$ cat config.mk
export PLATFORM = sky130hd
export DESIGN_NAME = arming_supervisor_unit
export DESIGN_NICKNAME = d
export VERILOG_FILES = /design/src/rtl/asu_pkg.sv /design/src/rtl/asu_region.sv /design/src/rtl/asu_step.sv /design/src/rtl/arming_supervisor_unit.sv
export SDC_FILE = /design/constraint.sdc
export NUM_CORES = 1
export LEC_CHECK = 0
export BUFFER_PORTS_ARGS = -buffer_cell sky130_fd_sc_hd__buf_2
export CAP_MARGIN = 20
export CORE_ASPECT_RATIO = 0.9
export CORE_MARGIN = 4
export CORE_UTILIZATION = 35
export CTS_BUF_LIST = sky130_fd_sc_hd__clkbuf_4
export DETAILED_ROUTE_END_ITERATION = 10
export PLACE_DENSITY_LB_ADDON = 0.08
export REMOVE_ABC_BUFFERS = 1
export SKIP_CTS_REPAIR_TIMING = 1
export SLEW_MARGIN = 30
export SYNTH_ARGS = -nofsm -noshare
export SYNTH_HDL_FRONTEND = slang
export SYNTH_SLANG_ARGS = --single-unit
export TNS_END_PERCENT = 10
$ cat constraint.sdc
create_clock -name i_clk -period 19.1 [get_ports i_clk]
set_clock_uncertainty 0.1 [all_clocks]
set_input_delay 3.82 -clock i_clk [delete_from_list [all_inputs] [get_ports i_clk]]
set_output_delay 3.82 -clock i_clk [all_outputs]
set_load 0.01 [all_outputs]
$ cat src/rtl/asu_pkg.sv
package asu_pkg;

    // Operation codes carried in the input tuser field
    localparam logic [1:0] OP_TICK     = 2'd0;
    localparam logic [1:0] OP_DISARM   = 2'd1;
    localparam logic [1:0] OP_OVERRIDE = 2'd2;

    // Arm direction codes
    localparam logic [2:0] DIR_NONE      = 3'd0;
    localparam logic [2:0] DIR_PITCH_MIN = 3'd1;
    localparam logic [2:0] DIR_PITCH_MAX = 3'd2;
    localparam logic [2:0] DIR_ROLL_MIN  = 3'd3;
    localparam logic [2:0] DIR_ROLL_MAX  = 3'd4;
    localparam logic [2:0] DIR_YAW_MIN   = 3'd5;
    localparam logic [2:0] DIR_YAW_MAX   = 3'd6;
    localparam logic [2:0] DIR_SWITCH    = 3'd7;

    // Stick region codes
    localparam logic [1:0] REGION_NONE   = 2'd0;
    localparam logic [1:0] REGION_ARM    = 2'd1;
    localparam logic [1:0] REGION_DISARM = 2'd2;
    localparam logic [1:0] REGION_SWITCH = 2'd3;

    // Configuration register indexes
    localparam logic [1:0] CFG_THROTTLE_LOW     = 2'd0;
    localparam logic [1:0] CFG_ARM_DIRECTION    = 2'd1;
    localparam logic [1:0] CFG_ARM_HOLD_TIME    = 2'd2;
    localparam logic [1:0] CFG_ZERO_THR_TIMEOUT = 2'd3;

    localparam logic [31:0] DISARM_KEY     = 32'hDEADBEEF;
    localparam logic [15:0] HOLD_RESET     = 16'd10;
    localparam logic [15:0] TIMEOUT_RESET  = 16'd30;
    localparam logic [19:0] ARM_SCALE      = 20'd10;
    localparam logic signed [17:0] LVL_ONE = 18'sd16384;

    typedef struct packed {
        logic [14:0] throttle_low_lvl;
        logic [2:0]  arm_direction;
        logic [15:0] arm_hold_time;
        logic [15:0] zero_throttle_timeout;
    } t_cfg;

    typedef struct packed {
        logic [1:0]         operation;
        logic               rc_connected;
        logic               host_ctrl;
        logic [14:0]        throttle_level;
        logic signed [15:0] pitch_level;
        logic signed [15:0] roll_level;
        logic signed [15:0] yaw_level;
        logic               switch_top;
        logic [31:0]        disarm_key;
        logic               override_length_ok;
        logic               override_in_range;
    } t_item;

    typedef struct packed {
        logic [1:0] region;
        logic       low_thr;
    } t_region_info;

    typedef struct packed {
        logic       armed;
        logic       override_on;
        logic [1:0] stick_region;
    } t_result;

endpackage

$ cat src/rtl/asu_region.sv
module asu_region
    import asu_pkg::*;
(
    input  t_cfg         i_cfg,
    input  t_item        i_item,
    output t_region_info o_info
);

    logic signed [17:0] lvl;
    logic signed [17:0] end_thr;
    logic               low_thr;
    logic               at_max;
    logic               at_min;
    logic               min_dir;

    // Pick the stick that the arm direction watches
    always_comb begin
        case (i_cfg.arm_direction) inside
            DIR_PITCH_MIN, DIR_PITCH_MAX: lvl = 18'(i_item.pitch_level);
            DIR_ROLL_MIN, DIR_ROLL_MAX:   lvl = 18'(i_item.roll_level);
            default:                      lvl = 18'(i_item.yaw_level);
        endcase
    end

    // End threshold is one minus twice the throttle threshold
    assign end_thr = LVL_ONE - $signed({2'b00, i_cfg.throttle_low_lvl, 1'b0});
    assign at_max  = lvl >= end_thr;
    assign at_min  = lvl <= -end_thr;
    assign low_thr = {1'b0, i_item.throttle_level} <= {1'b0, i_cfg.throttle_low_lvl};
    assign min_dir = (i_cfg.arm_direction == DIR_PITCH_MIN) ||
                     (i_cfg.arm_direction == DIR_ROLL_MIN) ||
                     (i_cfg.arm_direction == DIR_YAW_MIN);

    // Classify the stick position
    always_comb begin
        o_info.low_thr = low_thr;
        if (i_cfg.arm_direction == DIR_SWITCH) begin
            o_info.region = i_item.switch_top ? REGION_SWITCH : REGION_NONE;
        end else if (!low_thr || i_cfg.arm_direction == DIR_NONE) begin
            o_info.region = REGION_NONE;
        end else if (min_dir) begin
            o_info.region = at_min ? REGION_ARM : (at_max ? REGION_DISARM : REGION_NONE);
        end else begin
            o_info.region = at_max ? REGION_ARM : (at_min ? REGION_DISARM : REGION_NONE);
        end
    end

endmodule

$ cat src/rtl/asu_step.sv
module asu_step
    import asu_pkg::*;
#(
    parameter int TICK_RATE = 20
) (
    input  logic    i_clk,
    input  logic    i_rst_n,
    input  logic    i_en,
    input  t_cfg    i_cfg,
    input  t_item   i_item,
    output t_result o_result
);

    // Counters are kept as quotient and remainder by the tick rate
    localparam int RW = (TICK_RATE > 1) ? $clog2(TICK_RATE) : 1;
    localparam logic [15:0]   SAT_Q     = 16'(65535 / TICK_RATE);
    localparam logic [RW-1:0] SAT_R     = RW'(65535 % TICK_RATE);
    localparam logic [RW-1:0] R_LAST    = RW'(TICK_RATE - 1);
    localparam logic [15:0]   OVR_LIMIT = 16'(TICK_RATE / 2);

    typedef struct packed {
        logic [15:0]   q;
        logic [RW-1:0] r;
    } t_tcnt;

    function automatic t_tcnt cnt_inc(input t_tcnt c);
        t_tcnt v;
        v = c;
        if (!(c.q == SAT_Q && c.r == SAT_R)) begin
            if (c.r == R_LAST) begin
                v.q = c.q + 16'd1;
                v.r = '0;
            end else begin
                v.r = c.r + RW'(1);
            end
        end
        return v;
    endfunction

    logic        r_armed, n_armed;
    logic        r_pend, n_pend;
    logic        r_latch, n_latch;
    t_tcnt       r_arm, n_arm;
    t_tcnt       r_dis, n_dis;
    t_tcnt       r_idle, n_idle;
    logic        r_ov, n_ov;
    logic [15:0] r_ovc, n_ovc;
    logic [1:0]  region;

    t_region_info info;

    asu_region u_region (
        .i_cfg  (i_cfg),
        .i_item (i_item),
        .o_info (info)
    );

    // Next state for one item
    always_comb begin
        n_armed = r_armed;
        n_pend  = r_pend;
        n_latch = r_latch;
        n_arm   = r_arm;
        n_dis   = r_dis;
        n_idle  = r_idle;
        n_ov    = r_ov;
        n_ovc   = r_ovc;
        region  = REGION_NONE;
        case (i_item.operation)
            OP_TICK: begin
                if (!r_ov) begin
                    if (n_pend) begin
                        // Forced disarm: drop everything
                        n_armed = 1'b0;
                        n_pend  = 1'b0;
                        n_latch = 1'b0;
                        n_arm   = '0;
                        n_dis   = '0;
                        n_idle  = '0;
                    end else if (!i_item.rc_connected || i_cfg.arm_direction == DIR_NONE) begin
                        n_armed = 1'b0;
                    end else begin
                        region = info.region;
                        if (n_armed && i_item.host_ctrl) begin
                            n_idle = '0;
                        end
                        if (i_cfg.arm_direction == DIR_SWITCH) begin
                            if (region == REGION_SWITCH) begin
                                if (!n_armed && n_latch && info.low_thr) begin
                                    if (20'(n_arm.q) * ARM_SCALE >= 20'(i_cfg.arm_hold_time)) begin
                                        n_armed = 1'b1;
                                        n_latch = 1'b0;
                                    end else begin
                                        n_arm  = cnt_inc(n_arm);
                                        n_idle = '0;
                                    end
                                end else if (n_armed && n_latch) begin
                                    n_latch = 1'b0;
                                    n_armed = 1'b0;
                                    n_arm   = '0;
                                    n_idle  = '0;
                                end
                            end else begin
                                n_arm   = '0;
                                n_idle  = cnt_inc(n_idle);
                                n_latch = 1'b1;
                            end
                        end else if (region == REGION_ARM) begin
                            if (20'(n_arm.q) * ARM_SCALE >= 20'(i_cfg.arm_hold_time)) begin
                                n_armed = 1'b1;
                            end else begin
                                n_arm  = cnt_inc(n_arm);
                                n_dis  = '0;
                                n_idle = '0;
                            end
                        end else if (region == REGION_DISARM) begin
                            if (n_dis.q >= i_cfg.arm_hold_time) begin
                                n_armed = 1'b0;
                            end else begin
                                n_dis  = cnt_inc(n_dis);
                                n_arm  = '0;
                                n_idle = '0;
                            end
                        end else begin
                            n_arm = '0;
                            n_dis = '0;
                        end

                        // Zero-throttle timeout reads the idle count as updated above
                        if (i_cfg.zero_throttle_timeout != '0 && n_armed) begin
                            if (info.low_thr) begin
                                if (n_idle.q > i_cfg.zero_throttle_timeout) begin
                                    n_armed = 1'b0;
                                end else begin
                                    n_idle = cnt_inc(n_idle);
                                    n_arm  = '0;
                                    n_dis  = '0;
                                end
                            end else begin
                                n_idle = '0;
                            end
                        end
                    end
                end
                // Override lapse check
                if (n_pend) begin
                    n_ov = 1'b0;
                end else if (n_ov && n_ovc > OVR_LIMIT) begin
                    n_ov = 1'b0;
                end else if (n_ovc != 16'hFFFF) begin
                    n_ovc = n_ovc + 16'd1;
                end
            end
            OP_DISARM: begin
                if (i_item.disarm_key == DISARM_KEY) begin
                    n_pend = 1'b1;
                end
            end
            OP_OVERRIDE: begin
                if (i_item.override_length_ok) begin
                    if (i_item.override_in_range) begin
                        n_ovc = '0;
                        n_ov  = 1'b1;
                    end else begin
                        n_ov = 1'b0;
                    end
                end
            end
            default: begin
            end
        endcase
    end

    assign o_result.armed        = n_armed | n_ov;
    assign o_result.override_on  = n_ov;
    assign o_result.stick_region = region;

    // Hold supervisor state, advance once per processed item
    always_ff @(posedge i_clk) begin
        if (!i_rst_n) begin
            r_armed <= 1'b0;
            r_pend  <= 1'b0;
            r_latch <= 1'b0;
            r_arm   <= '0;
            r_dis   <= '0;
            r_idle  <= '0;
            r_ov    <= 1'b0;
            r_ovc   <= '0;
        end else if (i_en) begin
            r_armed <= n_armed;
            r_pend  <= n_pend;
            r_latch <= n_latch;
            r_arm   <= n_arm;
            r_dis   <= n_dis;
            r_idle  <= n_idle;
            r_ov    <= n_ov;
            r_ovc   <= n_ovc;
        end
    end

endmodule

$ cat src/rtl/arming_supervisor_unit.sv
// Channel   Dir  Handshake                     Contents
// s_axis    in   s_axis_tvalid/s_axis_tready   tuser: operation; tdata: item fields
// m_axis    out  m_axis_tvalid/m_axis_tready   tdata: armed, override_on, stick_region
// cfg       in   i_cfg_we (no wait)            i_cfg_addr selects register, i_cfg_data
//
// One item per cycle while m_axis_tready does not stall; each accepted item yields one result.
// Path: input register, next-state logic with state update, result register.
// Reset is synchronous, active low; it clears state and loads register defaults.
// When the result register is held by m_axis_tready low, the input register still
// takes one more item; s_axis_tready drops only when both registers are full.
module arming_supervisor_unit
    import asu_pkg::*;
#(
    parameter int TICK_RATE = 20
) (
    input  logic         i_clk,
    input  logic         i_rst_n,
    input  logic         s_axis_tvalid,
    output logic         s_axis_tready,
    // [0] rc_connected, [1] host_ctrl, [16:2] throttle_level,
    // [32:17] pitch_level, [48:33] roll_level, [64:49] yaw_level, [65] switch_top,
    // [97:66] disarm_key, [98] override_length_ok, [99] override_in_range, [103:100] zero
    input  logic [103:0] s_axis_tdata,
    // [1:0] operation
    input  logic [1:0]   s_axis_tuser,
    output logic         m_axis_tvalid,
    input  logic         m_axis_tready,
    // [0] armed, [1] override_on, [3:2] stick_region, [7:4] zero
    output logic [7:0]   m_axis_tdata,
    input  logic         i_cfg_we,
    input  logic [1:0]   i_cfg_addr,
    input  logic [15:0]  i_cfg_data
);

    t_cfg    r_cfg;
    t_item   r_in;
    logic    r_in_valid;
    t_result r_out;
    logic    r_out_valid;
    t_result step_result;
    logic    advance;
    logic    in_fire;
    logic    step_en;

    assign advance       = !r_out_valid || m_axis_tready;
    assign s_axis_tready = !r_in_valid || advance;
    assign in_fire       = s_axis_tvalid && s_axis_tready;
    assign step_en       = r_in_valid && advance;

    // Configuration registers
    always_ff @(posedge i_clk) begin
        if (!i_rst_n) begin
            r_cfg.throttle_low_lvl      <= '0;
            r_cfg.arm_direction         <= DIR_NONE;
            r_cfg.arm_hold_time         <= HOLD_RESET;
            r_cfg.zero_throttle_timeout <= TIMEOUT_RESET;
        end else if (i_cfg_we) begin
            unique case (i_cfg_addr)
                CFG_THROTTLE_LOW:     r_cfg.throttle_low_lvl      <= i_cfg_data[14:0];
                CFG_ARM_DIRECTION:    r_cfg.arm_direction         <= i_cfg_data[2:0];
                CFG_ARM_HOLD_TIME:    r_cfg.arm_hold_time         <= i_cfg_data;
                CFG_ZERO_THR_TIMEOUT: r_cfg.zero_throttle_timeout <= i_cfg_data;
                default: begin
                end
            endcase
        end
    end

    // Input register
    always_ff @(posedge i_clk) begin
        if (!i_rst_n) begin
            r_in_valid <= 1'b0;
        end else if (in_fire) begin
            r_in_valid <= 1'b1;
        end else if (advance) begin
            r_in_valid <= 1'b0;
        end
    end

    always_ff @(posedge i_clk) begin
        if (in_fire) begin
            r_in.operation          <= s_axis_tuser;
            r_in.rc_connected       <= s_axis_tdata[0];
            r_in.host_ctrl          <= s_axis_tdata[1];
            r_in.throttle_level     <= s_axis_tdata[16:2];
            r_in.pitch_level        <= s_axis_tdata[32:17];
            r_in.roll_level         <= s_axis_tdata[48:33];
            r_in.yaw_level          <= s_axis_tdata[64:49];
            r_in.switch_top         <= s_axis_tdata[65];
            r_in.disarm_key         <= s_axis_tdata[97:66];
            r_in.override_length_ok <= s_axis_tdata[98];
            r_in.override_in_range  <= s_axis_tdata[99];
        end
    end

    asu_step #(
        .TICK_RATE (TICK_RATE)
    ) u_step (
        .i_clk    (i_clk),
        .i_rst_n  (i_rst_n),
        .i_en     (step_en),
        .i_cfg    (r_cfg),
        .i_item   (r_in),
        .o_result (step_result)
    );

    // Result register
    always_ff @(posedge i_clk) begin
        if (!i_rst_n) begin
            r_out_valid <= 1'b0;
        end else if (advance) begin
            r_out_valid <= r_in_valid;
        end
    end

    always_ff @(posedge i_clk) begin
        if (step_en) begin
            r_out <= step_result;
        end
    end

    assign m_axis_tvalid = r_out_valid;
    assign m_axis_tdata  = {4'b0000, r_out.stick_region, r_out.override_on, r_out.armed};

`ifndef SYNTH
    // An active override always reports as armed
    a_override_armed: assert property (@(posedge i_clk) disable iff (!i_rst_n)
        m_axis_tvalid |-> (!m_axis_tdata[1] || m_axis_tdata[0]))
        else $error("override active without armed");

    // A stick region is only reported by a tick that ran the arming check
    a_region_no_override: assert property (@(posedge i_clk) disable iff (!i_rst_n)
        (m_axis_tvalid && m_axis_tdata[3:2] != REGION_NONE) |-> !m_axis_tdata[1])
        else $error("region reported while override active");

    // Input backpressure only when both registers hold items and the output stalls
    a_ready_cause: assert property (@(posedge i_clk) disable iff (!i_rst_n)
        !s_axis_tready |-> (r_in_valid && r_out_valid && !m_axis_tready))
        else $error("input stalled without a full pipeline");
`endif

endmodule

==> run summary, run 1 <==
- clock tree from TritonCTS: built
- first-pass GRT wire length: 80000 um
- family of cells with the greatest summed delay on the critical path: compound AO/OA/AOI/OAI gates
- Final Hold Fails: 0
- share of flip-flops with an asynchronous set or reset after synthesis: 0
- sink count of the clock tree: 241
- net switching power of the design: 0.368 mW
- max-slew violation count: 0
- arrival time of data at the critical path endpoint: 9.43 ns
- Post-DRT Antenna Nets: 0
- clock period minus final worst setup slack: 8.93 ns
- Remaining Overflow, GRT: 0
- Chip Height: 212 um
- count of mapped cells out of synthesis: 1877
- slowest library cell on the worst path: sky130_fd_sc_hd__o21ai_4
- input/output buffers: 130
- maximum number of pins on one net before global-route repair: 92
- predominant post-synthesis flop cell: sky130_fd_sc_hd__dfxtp_1
- Warnings, synthesis: 0
- detailed-route vias per instance: 5.50
- final-layout fill cell count: 4612
- WS Path Type: reg2reg
- slew of the pin with the lowest slew margin: 1.05 ns
- initial core utilization: 0.355
- placeable core area: 45500 um^2
- Crit path top cell by count: sky130_fd_sc_hd__nor2_1
- CTS Buf Count: 72
- number of buffers and inverters on the critical path: 2
- number of global-route vias before repair: 14200
- portion of synthesized cell area occupied by the leading cell type: 0.197
- FMAX: 0.112 GHz
- portion of the clock cycle consumed by the worst path in the final layout: 0.467
- Total Routing Usage GR: 0.206
- clock transition at the registers of the reported paths: 0.06 ns
- Fin Setup TNS: 0 ns
- part of the power in registers: 0.462
- Seq/Total Area, Yosys: 0.365
- mean cell area of the mapped netlist: 8.59 um^2
- headroom to the max-slew limit: 0.297
- clock root cell: sky130_fd_sc_hd__clkbuf_4
- worst skew pair latency: 0.80 ns
- power density relative to cell area: 67.3 nW/um^2
- switching power as a share of total power: 0.299
- delay of the slowest cell on the worst path: 0.64 ns
- wire length reported by the detailed router: 51000 um
- count of max-cap constraint violations: 0
- register area: 5890 um^2
- RSZ-0062 raised after global routing: false
- kind of end point of the critical path: flop
- Die Width: 234 um
- drt first-iter violations: 986
- Cell variety after synth: 101
- most area-consuming cells after synthesis: sky130_fd_sc_hd__edfxtp_1 20%, sky130_fd_sc_hd__dfxtp_1 17%, sky130_fd_sc_hd__ha_1 11%
- number of enable flip-flop cells after synthesis: 106
- routability congestion estimate: 0.886
- overall die area: 49600 um^2
- drt drc: 0
- final setup fails: 0
- Pleak: 7.13 nW
- FF+latch count, synth: 241
- total via count in the routed design: 14800
- post-synth design cell area: 16100 um^2
- design internal power: 0.863 mW
- share of total power in the clock network: 0.402
- Comb pwr share: 0.136
- worst endpoint required time: 19.60 ns
- multi-input gate area in the final layout: 9540 um^2
- number of standard-cell rows in the floorplan: 74
- area added between synthesis and finish: 13.4%
- net count reported at finish: 2292
- worst hold margin: 0.354 ns
- largest area contributor in the synthesized netlist: sky130_fd_sc_hd__edfxtp_1
- per-cell routed wire length: 19.0 um
- maximum vdd ir drop: 41.0 uV
- num ports: 139
- Crit Path Max Fanout: 16
- total number of H-tree levels: 3
- leading cell type in the layout, fill and taps excluded: sky130_fd_sc_hd__nand2_1
- crit start category: flop
- number of detailed-route iterations in the first pass: 5
- HPWL reported at the end of detailed placement: 37500 um
- layout cell share with drive strength beyond 1: 0.155
- Max Buffers Root-to-Sink: 3
- Min-Delay Path Class: reg2reg
- antenna violations before repair: 3
- most frequent cells in the layout: 254 x sky130_fd_sc_hd__nand2_1, 150 x sky130_fd_sc_hd__nor2_1, 141 x sky130_fd_sc_hd__a21oi_1, 141 x sky130_fd_sc_hd__ha_1, 135 x sky130_fd_sc_hd__dfxtp_1
- outcome: finished, final reports clean
==> final timing paths <==
check / from / endpoint / slack [ns] / cells past startpoint
setup / recovery: r_cfg[35] / u_step.r_arm[1] / 10.17 / 38
hold reg to reg: r_cfg[30] / r_cfg[30] / 0.35 / 2
setup reg to reg: r_cfg[35] / u_step.r_arm[1] / 10.17 / 38
hold / removal: r_cfg[30] / r_cfg[30] / 0.35 / 2
==> layer usage <==
layer	vias up	routed length, um	global-route usage
met5	-	8	0
met4	2	1160	0.0598
met3	87	3140	0.0471
met2	416	22300	0.314
met1	7013	24400	0.291
li1	7262	-	-
==> sequential cells by signal (all words and copies together), names as in the netlist <==
name            cells
m_axis_tdata        4
m_axis_tvalid       1
r_cfg              50
r_in              102
r_in_valid          1
u_step.r_arm       21
u_step.r_armed      1
u_step.r_dis       21
u_step.r_idle      21
u_step.r_latch      1
u_step.r_ov         1
u_step.r_ovc       16
u_step.r_pend       1
==> worst register-to-register path, delay by kind of cell (launching register included) <==
kind | cells | cell delay, ns
AND/OR/NAND/NOR | 16 | 2.69
buffers and inverters | 2 | 0.19
XOR/XNOR | 2 | 0.41
flip-flops | 1 | 0.58
AO/OA/AOI/OAI | 15 | 3.87
adder cells (fa/ha/maj) | 3 | 0.92
==> synthesized netlist by cell type, types with 5 or more instances <==
master and n:
sky130_fd_sc_hd__nand4b_1 11, sky130_fd_sc_hd__nand2b_1 6, sky130_fd_sc_hd__a21o_1 21, sky130_fd_sc_hd__o211ai_1 24, sky130_fd_sc_hd__o31a_1 5, sky130_fd_sc_hd__ha_1 141
sky130_fd_sc_hd__nor2_1 150, sky130_fd_sc_hd__xor2_1 17, sky130_fd_sc_hd__dfxtp_1 135, sky130_fd_sc_hd__o21a_1 11, sky130_fd_sc_hd__inv_1 97, sky130_fd_sc_hd__or2_2 7
sky130_fd_sc_hd__a211o_1 6, sky130_fd_sc_hd__o41ai_1 5, sky130_fd_sc_hd__edfxtp_1 106, sky130_fd_sc_hd__mux2i_1 15, sky130_fd_sc_hd__xnor2_1 46, sky130_fd_sc_hd__buf_4 5
sky130_fd_sc_hd__nand3b_1 12, sky130_fd_sc_hd__a41oi_1 5, sky130_fd_sc_hd__nor2b_1 12, sky130_fd_sc_hd__a32oi_1 6, sky130_fd_sc_hd__buf_2 8, sky130_fd_sc_hd__a211oi_1 25
sky130_fd_sc_hd__o22ai_1 36, sky130_fd_sc_hd__and2_1 20, sky130_fd_sc_hd__nor3_1 45, sky130_fd_sc_hd__and3_1 28, sky130_fd_sc_hd__nor4_1 24, sky130_fd_sc_hd__or4_1 7
sky130_fd_sc_hd__clkbuf_1 65, sky130_fd_sc_hd__a2bb2oi_1 5, sky130_fd_sc_hd__a31oi_1 17, sky130_fd_sc_hd__or3_1 15, sky130_fd_sc_hd__a22oi_1 19, sky130_fd_sc_hd__o21ai_0 91
sky130_fd_sc_hd__o31ai_1 7, sky130_fd_sc_hd__mux2_2 19, sky130_fd_sc_hd__nand2_1 254, sky130_fd_sc_hd__nand3_1 58, sky130_fd_sc_hd__nand4_1 33, sky130_fd_sc_hd__a21oi_1 141
sky130_fd_sc_hd__o21ai_1 9
==> power groups by stage <==
stage | clock network, mW | registers (mW) | logic (mW)
2_1_floorplan | 0 | 0.578 | 0.107
4_1_cts | 0.519 | 0.569 | 0.168
3_5_place_dp | 0 | 0.580 | 0.167
5_1_grt | 0.549 | 0.570 | 0.189
3_3_place_gp | 0 | 0.579 | 0.164
6_report | 0.495 | 0.568 | 0.168
==> kinds of logic (layout without fill, tap and decap cells) <==
logic type	count (synthesis)	after routing	synth area share
compound gates	495	495	0.201
xor+xnor	63	63	0.0342
fa+ha+maj	142	142	0.111
buf+inv	185	381	0.0463
flops	241	241	0.365
mux	35	35	0.0235
other cells	1	9	0.000233
simple gates	715	715	0.219
==> per-stage QoR <==
stage / area [um^2] / cells / utilization / worst slack (ns) / power [mW]
6_report: 18300 / 2689 / 0.402 / 10.17 / 1.23
5_1_grt: 18300 / 2687 / 0.402 / 9.54 / 1.31
4_1_cts: 18300 / 2683 / 0.401 / 10.05 / 1.26
3_5_place_dp: 17400 / 2554 / 0.382 / 10.15 / 0.747
3_3_place_gp: 17400 / 2554 / 0.382 / 10.10 / 0.743
2_1_floorplan: 15800 / 1795 / - / 11.06 / 0.685
==> area by class of cell <==
type                    count  share of cell area
clock inverters            32             0.00910
clock buffers              97              0.0398
flip-flops and latches    241               0.322
well taps                 608              0.0416
repair buffers            152              0.0448
multi-input cells        1454               0.522
diodes                      5            0.000684
inverters                 100              0.0205
No activity file was read; power rests on OpenSTA's default activity.
==> run 2: changes to the inputs <==
clock period = 9.2 ns   (was 19.1 ns; I/O delays follow)
==> run summary, run 2 (same netlist as run 1, synthesis figures left out) <==
- worst hold margin: 0.356 ns, +0.00247 ns
- input/output buffers: 130, unchanged
- Min-Delay Path Class: reg2reg
- Max Buffers Root-to-Sink: 3, unchanged
- per-cell routed wire length: 19.0 um, about the same
- final-layout fill cell count: 4748, +2.9%
- registers with the most flip-flops: r_in x102, r_cfg x50
- clock transition at the registers of the reported paths: 0.06 ns, about the same
- number of standard-cell rows in the floorplan: 74, unchanged
- uppermost layer routed: met5
- Chip Height: 212 um, unchanged
- most frequent cells in the layout: 254 x sky130_fd_sc_hd__nand2_1, 150 x sky130_fd_sc_hd__nor2_1, 141 x sky130_fd_sc_hd__ha_1
- headroom to the max-slew limit: 0.350, +0.0529
- count of max-cap constraint violations: 0, unchanged
- drt first-iter violations: 1110, +13%
- arrival time of data at the critical path endpoint: 8.96 ns, -0.47 ns
- wire length reported by the detailed router: 51200 um, +0.32%
- Post-DRT Antenna Nets: 0, unchanged
- Largest Register: r_in
- number of buffers and inverters on the critical path: 2, unchanged
- maximum number of pins on one net before global-route repair: 71, -23%
- met3 wirelength from detailed routing: 2800 um, -11%
- total via count in the routed design: 14800, +0.31%
- crit start category: flop
- FMAX: 0.119 GHz, +6.7%
- placeable core area: 45500 um^2, unchanged
- family of cells with the greatest summed delay on the critical path: compound AO/OA/AOI/OAI gates
- CTS Buf Count: 73, +1.4%
- Final Hold Fails: 0, unchanged
- worst skew pair latency: 0.81 ns, about the same
- layout cell share with drive strength beyond 1: 0.164, +0.00908
- Worst Hold Path Cells: 2, unchanged
- launching point of the worst reg2reg path: r_cfg[35]
- Worst Reg-to-Reg Cells: 37, -2.6%
- area added between synthesis and finish: 13.9%
- end point of the worst hold path: r_cfg[31]
- Fin Setup TNS: 0 ns, unchanged
- Pleak: 7.19 nW, +0.82%
- clock root cell: sky130_fd_sc_hd__clkbuf_4
- total number of H-tree levels: 3, unchanged
- WS Path Type: reg2reg
- sink count of the clock tree: 241, unchanged
- maximum vdd ir drop: 114 uV, +180%
- HPWL reported at the end of detailed placement: 37900 um, +1.1%
- clock tree from TritonCTS: built
- detailed-route vias per instance: 5.50, about the same
- antenna violations before repair: 4, +1
- outcome: finished, final reports clean
- Remaining Overflow, GRT: 0, unchanged
- initial core utilization: 0.355, unchanged
- Die Width: 234 um, unchanged
- Total Routing Usage GR: 0.203, -0.00281
- number of global-route vias before repair: 14000, -1.9%
- max-slew violation count: 0, unchanged
- slowest library cell on the worst path: sky130_fd_sc_hd__nor4_4
- num ports: 139, unchanged
- Setup crit start: r_cfg[35]
- drt drc: 0, unchanged
- flip-flop count of the largest register after layout: 102, unchanged
- leading cell type in the layout, fill and taps excluded: sky130_fd_sc_hd__nand2_1
- overall die area: 49600 um^2, unchanged
- kind of end point of the critical path: flop
- Crit Path Max Fanout: 7, -9
- end of the worst register-to-register path: u_step.r_idle[18]
- final setup fails: 0, unchanged
- hold path start: r_cfg[31]
- WL met1: 24900 um, +2.1%
- RSZ-0062 raised after global routing: false
- portion of the clock cycle consumed by the worst path in the final layout: 0.910, +0.442
- number of detailed-route iterations in the first pass: 7, +2
- met2 wire len: 22500 um, +0.64%
- routability congestion estimate: 0.869, -2.0%
- slew of the pin with the lowest slew margin: 0.967 ns, -0.0788 ns
- first-pass GRT wire length: 78900 um, -1.4%
- net count reported at finish: 2299, +0.31%
- count of cell instances traversed by the critical path: 37, -2.6%
- clock period minus final worst setup slack: 8.37 ns, -0.557 ns
- delay of the slowest cell on the worst path: 0.49 ns, -0.15 ns
- flop-to-flop setup slack: 0.83 ns, -9.34 ns
- power density relative to cell area: 141 nW/um^2, +110%
- worst endpoint required time: 9.79 ns, -9.81 ns
[run 2: per-stage QoR]
step	setup slack, ns	utilization	instance area [um^2]	total power, mW	std cells
5_1_grt	0.0933	0.404	18400	2.75	2697
4_1_cts	0.552	0.403	18300	2.64	2688
6_report	0.829	0.404	18400	2.60	2697
3_3_place_gp	0.721	0.382	17400	1.54	2558
2_1_floorplan	1.91	-	15800	1.42	1795
3_5_place_dp	0.601	0.382	17400	1.55	2558
[run 2: how the worst max path moves through the flow]
stage                             end  slack [ns]
floorplan            u_step.r_arm[17]        1.91
global placement    u_step.r_idle[18]        0.72
detailed placement  u_step.r_idle[18]        0.60
CTS                 u_step.r_idle[18]        0.55
global route        u_step.r_idle[18]        0.09
finish              u_step.r_idle[18]        0.83
[run 2: worst min-delay path: stages, from the launching register on]
cell                      delay (ns)
sky130_fd_sc_hd__dfxtp_1        0.31
sky130_fd_sc_hd__nand2_1        0.05
sky130_fd_sc_hd__a21oi_1        0.05
[run 2: final cells by class]
class                      instances  area [um^2]  share of cell area
inverter                         100          375              0.0204
sequential                       241         5890               0.320
timing repair buffer             158          861              0.0468
multi-input combinational       1454         9550               0.520
antenna                            6         15.0            0.000817
clock inverter                    22          120             0.00654
clock buffer                     108          811              0.0441
tap                              608          761              0.0414
[run 2: power by group]
part / switching [mW] / internal, mW / total [mW]
logic: 0.215 / 0.134 / 0.349
clock network: 0.522 / 0.544 / 1.07
registers: 0.0236 / 1.16 / 1.18
total: 0.760 / 1.84 / 2.60
[run 2: routing by layer]
metal	track usage	vias to the layer above
li1	-	7294
met1	0.293	7081
met2	0.310	373
met3	0.0406	76
met4	0.0531	2
met5	0	-
